File: config.mk
export PLATFORM = sky130hd
export DESIGN_NAME = ibc_out_skid
export DESIGN_NICKNAME = d
export VERILOG_FILES = /design/src/rtl/ibc_pkg.sv /design/src/rtl/ibc_out_skid.sv
export SDC_FILE = /design/constraint.sdc
export NUM_CORES = 1
export LEC_CHECK = 0
export BUFFER_PORTS_ARGS = -buffer_cell sky130_fd_sc_hd__buf_2
export CAP_MARGIN = 20
export CORE_ASPECT_RATIO = 1.75
export CORE_MARGIN = 4
export CORE_UTILIZATION = 36
export CTS_CLUSTER_SIZE = 40
export DETAILED_ROUTE_END_ITERATION = 12
export GPL_ROUTABILITY_DRIVEN = 1
export PLACE_DENSITY_LB_ADDON = 0.12
export SYNTH_ARGS = -nofsm -noshare
export SYNTH_HDL_FRONTEND = slang
export SYNTH_SLANG_ARGS = --single-unit
File: constraint.sdc
create_clock -name clk_i -period 5.35 [get_ports clk_i]
set_input_delay 0.8025 -clock clk_i [delete_from_list [all_inputs] [get_ports clk_i]]
set_output_delay 0.8025 -clock clk_i [all_outputs]
set_load 0.02 [all_outputs]
File: src/rtl/ibc_pkg.sv
`default_nettype none
package ibc_pkg;

  typedef logic signed [31:0] vel_t;

  typedef enum logic [1:0] {
    QUAD_FIRST,
    QUAD_SECOND,
    QUAD_THIRD,
    QUAD_FOURTH
  } quad_e;

  localparam logic [23:0] MASS_RESET = 24'd256;
  localparam logic [30:0] HALF_PI_Q30 = 31'd1686629713;
  localparam logic signed [31:0] CORDIC_GAIN_Q30 = 32'sd652032874;

  localparam logic signed [31:0] ATAN_Q30 [32] = '{
    32'h3243F6A8, 32'h1DAC6705, 32'h0FADBAFC, 32'h07F56EA6,
    32'h03FEAB76, 32'h01FFD55B, 32'h00FFFAAA, 32'h007FFF55,
    32'h003FFFEA, 32'h001FFFFD, 32'h000FFFFF, 32'h0007FFFF,
    32'h0003FFFF, 32'h0001FFFF, 32'h0000FFFF, 32'h00007FFF,
    32'h00003FFF, 32'h00001FFF, 32'h00000FFF, 32'h000007FF,
    32'h000003FF, 32'h000001FF, 32'h000000FF, 32'h0000007F,
    32'h0000003F, 32'h0000001F, 32'h0000000F, 32'h00000007,
    32'h00000003, 32'h00000001, 32'h00000000, 32'h00000000
  };

  typedef struct packed {
    vel_t fx;
    vel_t fy;
    vel_t fz;
    vel_t sx;
    vel_t sy;
    vel_t sz;
  } result_t;

endpackage
`default_nettype wire

File: src/rtl/ibc_out_skid.sv
`default_nettype none
module ibc_out_skid (
  input  logic             clk_i,
  input  logic             rst_ni,
  input  logic             push_i,
  input  ibc_pkg::result_t push_data_i,
  output logic             can_push_o,
  output logic             out_valid_o,
  input  logic             out_ready_i,
  output ibc_pkg::result_t out_data_o
);

  ibc_pkg::result_t mem_q [2];
  logic             wr_q, rd_q;
  logic [1:0]       cnt_q;
  logic             pop;

  assign pop         = out_valid_o & out_ready_i;
  assign out_valid_o = (cnt_q != 2'd0);
  assign can_push_o  = (cnt_q != 2'd2) | out_ready_i;
  assign out_data_o  = mem_q[rd_q];

  always_ff @(posedge clk_i) begin
    if (push_i) begin
      mem_q[wr_q] <= push_data_i;
    end
  end

  always_ff @(posedge clk_i or negedge rst_ni) begin
    if (!rst_ni) begin
      wr_q  <= 1'b0;
      rd_q  <= 1'b0;
      cnt_q <= 2'd0;
    end else begin
      wr_q  <= wr_q ^ push_i;
      rd_q  <= rd_q ^ pop;
      cnt_q <= cnt_q + 2'(push_i) - 2'(pop);
    end
  end

endmodule
`default_nettype wire

==> summary.md, run 1 <==
| Metric | Value |
|---|---|
| Top-area cell type share of the netlist area | `81.7%` |
| Root buf cell | `clkbuf_16` |
| Commonest cells in the synthesized netlist | `edfxtp_1 (384), mux2_2 (192), buf_6 (17)` |
| Die area | `42,600 µm²` |
| Post-CTS sizing | `0` |
| Worst-path cell chain | `buf_4, mux2_2, buf_2` |
| Setup TNS | `0 ns` |
| CTS tree | `yes` |
| PD cells | `553 nW/µm²` |
| Total power | `9.81 mW` |
| Layout cell share with drive strength beyond 1 | `61.2%` |
| Minimum clock period | `3.52 ns` |
| CTS Buf Count | `37` |
| Busiest grt layer | `met2` |
| Hpwl dp | `22,700 µm` |
| Max Transition Viols Final | `0` |
| Drt via density | `4.62` |
| Die H | `270 µm` |
| Lkg Pwr | `6.62 nW` |
| # Max-Cap Violations | `0` |
| Cell area after synthesis | `14,100 µm²` |
| Ranking of synthesized cells by area | `edfxtp_1 (82%), mux2_2 (15%), buf_6 (1.4%), dfrtp_1 (0.71%), ha_1 (0.35%)` |
| Final setup vio count | `0` |
| Fmax | `0.284 GHz` |
| Port Buf Inserts | `389` |
| Register bit total from synthesis | `388` |
| R2R depth | `3` |
| Most frequent cell after synthesis | `edfxtp_1` |
| Worst endpoint required time | `4.55 ns` |
| HP Class | `input pin to asynchronous set/reset pin` |
| Synth area leader | `edfxtp_1` |
| First-pass GRT wire length | `47,700 µm` |
| Clock skew | `0.0103 ns` |
| Area grow syn2layout | `25.6%` |
| Global placement routability congestion | `0.720` |
| Top_reg_cell synth | `edfxtp_1` |
| Post-synth EDFFs | `384` |
| Drt initial violations | `245` |
| Num rows | `95` |
| Met3 Use GR | `4.33%` |
| H-tree levels | `2` |
| I/O pins | `390` |
| Initial core utilization | `36.6%` |
| Vias in the first global route | `7,789` |
| Clock Latency Late Sink | `0.51 ns` |
| Worst slew pin tran | `0.956 ns` |
| GR Util All Layers | `14.9%` |
| RSZ-0062 raised after global routing | `false` |
| Status | `complete, no violations` |
| Worst path slowest cell | `dfrtp_4` |
| Critical path type | `flip-flop to output port` |
| Met1 GRT Util | `14.4%` |
| Synth cell types | `14` |
| Residual DRC | `0` |
| Final worst-path cycle share | `65.9%` |
| Via count | `7,140` |
| Clk sink count | `388` |
| Worst Setup Start Kind | `flip-flop` |
| Critical Path AT | `2.72 ns` |
| Routed WL | `32,700 µm` |
| Mapped Avg Cell Area | `22.9 µm²` |
| Ys async rst share | `1.03%` |
| Clk slew on worst S/H paths | `0.06 ns` |
| Post-Syn Nets | `816` |
| Post-synthesis instance total | `616` |
| # Post-CTS Setup Buffers | `0` |
| Max Buffers Root-to-Sink | `3` |
| Yosys warns | `0` |
| Remaining Overflow, GRT | `0` |
| Delay of the slowest critical-path stage | `1.04 ns` |
| Die width | `158 µm` |
| DRT Pass-1 Iters | `4` |
| Drt wl/cell | `21.1 µm` |
| Final Hold Viols | `0` |
| Met2 Use GR | `29.1%` |
| Fin nets | `1,232` |
| Worst IR Drop VDD | `309 µV` |
| Crit end category | `output port` |
| Worst Setup SP | `rd_q` |
| CTS Hold Bufs | `0` |
| Critical R2R Launch | `wr_q` |
| Initial antenna violation count | `8` |
| Final ANT Viol Nets | `0` |
| Pin count of the biggest net entering global routing | `88` |
| Core ar. | `38,600 µm²` |
| CP max FO | `66` |
| Rel. slew slack | `36.3%` |
| Seq/Total Area, Yosys | `82.4%` |
## area by class of cell
cell class / count / area [µm²]
multi-input combinational: 203 / 2280
sequential: 388 / 11600
clock buffer: 39 / 933
antenna: 5 / 12.5
inverter: 4 / 15.0
timing repair buffer: 398 / 2050
fill: 3477 / 20900
clock inverter: 25 / 195
tap: 485 / 607
## critical path, delay by kind of cell, from the launching register on
| kind | cells | cell delay [ns] |
|---|---|---|
| buffers and inverters | 2 | 0.69 |
| flip-flops | 1 | 1.04 |
| multiplexers | 1 | 0.42 |
## report_power, final
part	internal (mW)	switching (mW)
clock network	1.41	1.06
registers	4.03	0.221
logic	1.20	1.89
## registers in the layout, indices dropped and copies added, names as in the netlist
| name | cells |
|---|---|
| rd_q | 1 |
| mem_q | 384 |
| wr_q | 1 |
| cnt_q | 2 |
## path summary, 6_finish.rpt
path	endpoint	slack (ns)
min in group clk_i	mem_q[1][22]	0.47
worst max-delay path	out_data_o[47]	1.83
worst max register to register	mem_q[0][115]	3.22
max in group asynchronous	rd_q	5.11
worst min register to register	cnt_q[1]	0.54
worst min-delay path	cnt_q[1]	0.1
## kinds of logic after synthesis
family | Yosys count | share of synthesized area, %
flip-flops | 388 | 82.4
multiplexers | 192 | 15.3
buffers and inverters | 25 | 1.64
adder cells (fa/ha/maj) | 4 | 0.354
XOR/XNOR | 3 | 0.186
AND/OR/NAND/NOR | 3 | 0.0974
AO/OA/AOI/OAI | 1 | 0.0532
## stage by stage
step | area [µm²] | hold WS [ns] | utilization (%) | worst slack [ns] | instances
after floorplan | 14100 | 0.480 | - | 1.64 | 616
after global placement | 16600 | 0.516 | 43.0 | 2.26 | 1478
after detailed placement | 16600 | 0.520 | 43.0 | 2.26 | 1478
after CTS | 17700 | 0.0579 | 45.9 | 1.69 | 1542
after global routing | 17700 | 0.0622 | 45.9 | 1.66 | 1547
final | 17700 | 0.0955 | 45.9 | 1.83 | 1547
## per-layer routing
layer	wire length, µm	up-vias
met5	26	-
li1	-	3294
met2	19000	246
met3	2530	53
met1	10200	3543
met4	921	4
## cell usage in the layout (no fill, tap or decap), types with 3 or more instances in the layout
| master | instances |
|---|---|
| buf_2 | 389 |
| buf_4 | 6 |
| buf_12 | 3 |
| clkbuf_16 | 37 |
| bufinv_16 | 3 |
| clkinv_2 | 11 |
| mux2_2 | 192 |
| diode_2 | 5 |
| dfrtp_1 | 3 |
| inv_1 | 4 |
| edfxtp_1 | 384 |
| clkinv_1 | 9 |
Note: power is estimated with default switching activity, not from simulation.
==> run 2: changes to the inputs <==
ABC_AREA = 1   (was not set)
clock period = 2.82 ns   (was 5.35 ns; I/O delays follow)
==> summary.md, run 2 <==
| Metric | Value |
|---|---|
| Status | `complete, no violations` |
| Fmax | `0.391 GHz` |
| Synth area leader | `edfxtp_1` |
| Setup TNS | `0 ns` |
| Drt initial violations | `391` |
| Hpwl dp | `23,000 µm` |
| Buf/Inv on CP | `2` |
| Die H | `272 µm` |
| Ys async rst share | `1.03%` |
| Die area | `43,200 µm²` |
| RSZ-0062 raised after global routing | `false` |
| Via count | `8,885` |
| Post-Syn Nets | `1,233` |
| Post-synthesis instance total | `1,033` |
| Top delay family on crit path | `buffers and inverters` |
| Ranking of synthesized cells by area | `edfxtp_1 (81%), nand2_1 (15%), buf_6 (1.4%), buf_4 (1.0%), dfrtp_1 (0.70%)` |
| Top-area cell type share of the netlist area | `80.5%` |
| Clock Power Share | `25.3%` |
| Post-route insts no fill | `1,963` |
| R2R depth | `3` |
| DRT Pass-1 Iters | `4` |
| Register bit total from synthesis | `388` |
| Port Buf Inserts | `389` |
| First-pass GRT wire length | `52,600 µm` |
| CP max FO | `69` |
| Final ANT Viol Nets | `0` |
| Int Pwr | `12.6 mW` |
| Layout cell share with drive strength beyond 1 | `31.7%` |
| CTS Buf Count | `37` |
| Clk sink count | `388` |
| Switching Fraction | `36.9%` |
| Final setup vio count | `0` |
| Clock skew | `0.0111 ns` |
| Crit path top cell by count | `nand2_1` |
| Root buf cell | `clkbuf_16` |
| Worst endpoint required time | `2.40 ns` |
| Commonest cells in the synthesized netlist | `nand2_1 (586), edfxtp_1 (384), buf_4 (20), buf_6 (18), inv_1 (8)` |
| CTS tree | `yes` |
| Area grow syn2layout | `26.0%` |
| Max Buffers Root-to-Sink | `3` |
| Largest registers | `mem_q: 384 flops, cnt_q: 2 flops` |
| Clock Latency Late Sink | `0.52 ns` |
| Top_reg_cell synth | `edfxtp_1` |
| Final Hold Viols | `0` |
| Routed WL | `34,700 µm` |
| Initial antenna violation count | `13` |
| Total power | `19.9 mW` |
| Placed instance count | `1,888` |
| Fin area | `18,000 µm²` |
| # Max-Cap Violations | `0` |
| Final worst-path cycle share | `90.8%` |
| Worst Setup Start Kind | `flip-flop` |
| Most frequent cells in the layout | `nand2_1 (586), buf_2 (389), edfxtp_1 (384)` |
| Synth cell types | `12` |
| Num rows | `96` |
| HP Start | `push_data_i[29]` |
| I/O pins | `390` |
| Core ar. | `39,300 µm²` |
| # fillers | `3,636` |
| Global placement routability congestion | `0.745` |
| Cell depth of the worst hold path | `1` |
| Worst slew pin tran | `0.853 ns` |
| Post-CTS sizing | `0` |
| Worst Setup SP | `rd_q` |
| Seq/Total Area, Yosys | `81.2%` |
| Delay of the slowest critical-path stage | `0.60 ns` |
| Residual DRC | `0` |
| Drt wl/cell | `17.7 µm` |
| Max Transition Viols Final | `0` |
| Sequential Power Share | `39.5%` |
| Critical Path AT | `2.14 ns` |
| Pin count of the biggest net entering global routing | `72` |
| Worst IR Drop VDD | `641 µV` |
| Comb power frac | `35.1%` |
| Cell area after synthesis | `14,300 µm²` |
| Post-synth EDFFs | `384` |
| Largest Register | `mem_q` |
| Rel. slew slack | `43.1%` |
| Commonest non-fill, non-tap cell in the layout | `nand2_1` |
| Footprint of the multi-input gates | `2290 µm²` |
| P_sw | `7.34 mW` |
| Die width | `159 µm` |
| Worst path slowest cell | `buf_4` |
| Drt via density | `4.53` |
| Most frequent cell after synthesis | `nand2_1` |
| H-tree levels | `2` |
| CTS Hold Bufs | `1` |
| Vias in the first global route | `9,133` |
| R2R setup slack | `1.23 ns` |
| Clk slew on worst S/H paths | `0.07 ns` |
| Remaining Overflow, GRT | `0` |
| Cell depth of the worst setup path | `4` |
| HP Class | `input pin to flip-flop` |
| Critical R2R Launch | `wr_q` |
| PD cells | `1100 nW/µm²` |
| # Post-CTS Setup Buffers | `0` |
| GR Util All Layers | `15.6%` |
| Mapped Avg Cell Area | `13.9 µm²` |
| Initial core utilization | `36.5%` |
| Fin nets | `1,638` |
| Register area | `11,600 µm²` |
| Worst-path cell chain | `buf_4, nand2_1, nand2_1, buf_2` |
| Yosys warns | `0` |
| Critical path type | `flip-flop to output port` |
| Max reg flops | `384` |
| Lkg Pwr | `7.76 nW` |
| Area post-placement | `16,800 µm²` |
| Minimum clock period | `2.56 ns` |
| Crit end category | `output port` |
## run 2: cell types whose count changed after synthesis
cell | previous run | this run
or2_2 | 1 | 0
nand2_1 | 1 | 586
o21a_1 | 1 | 0
nand3_1 | 0 | 2
inv_1 | 4 | 8
xor2_1 | 1 | 0
mux2_2 | 192 | 0
buf_2 | 2 | 4
buf_8 | 0 | 1
buf_4 | 2 | 20
buf_6 | 17 | 18
inv_4 | 0 | 1
xnor2_1 | 2 | 0
## run 2: cell families after synthesis
kind of cell             Yosys count  share of synthesized area (%)
flip-flops                       388                           81.2
AND/OR/NAND/NOR                  589                           15.5
adder cells (fa/ha/maj)            4                          0.350
buffers and inverters             52                           2.96
## run 2: area by class of cell
| class | instances | area share, % |
|---|---|---|
| diodes | 7 | 0.0971 |
| clock inverters | 20 | 1.25 |
| multi-input cells | 593 | 12.7 |
| well taps | 490 | 3.40 |
| inverters | 9 | 0.215 |
| clock buffers | 47 | 5.57 |
| repair buffers | 409 | 12.3 |
| flip-flops and latches | 388 | 64.5 |
## run 2: worst paths after layout
check | to
worst max-delay path | out_data_o[130]
worst min-delay path | mem_q[1][29]
worst max register to register | mem_q[0][104]
worst min register to register | cnt_q[1]
max in group asynchronous | rd_q
min in group asynchronous | cnt_q[1]
## run 2: through the flow
step	setup WS [ns]	hold WS (ns)	utilization, %
detailed placement	0.766	0.253	42.7
CTS	0.192	0.0443	45.9
global route	0.0892	0.0513	45.9
finish	0.261	0.0823	46.0
global placement	0.780	0.250	42.7
floorplan	0.504	0.127	-
## run 2: power by group through the flow
stage | combinational (mW) | clock [mW] | sequential, mW
after floorplan | 4.66 | 0 | 7.99
after global placement | 7.20 | 0 | 7.97
after detailed placement | 7.21 | 0 | 8.00
after CTS | 7.23 | 5.20 | 7.88
after global routing | 7.72 | 5.45 | 7.97
final | 7.00 | 5.05 | 7.88
## run 2: routing by layer
layer	GRT usage, %	wire length (µm)	vias to the layer above	share of wire [%]
li1	-	-	4306	-
met1	17.5	13200	4194	38
met2	27.4	17600	300	51
met3	5.65	2830	73	8.1
met4	5.65	987	12	2.8
met5	0	81	-	0.23
## run 2: worst register-to-register path: stages (launching register included)
cell and delay [ns]:
dfrtp_1 0.40, inv_1 0.09, ha_4 0.33, buf_12 0.35
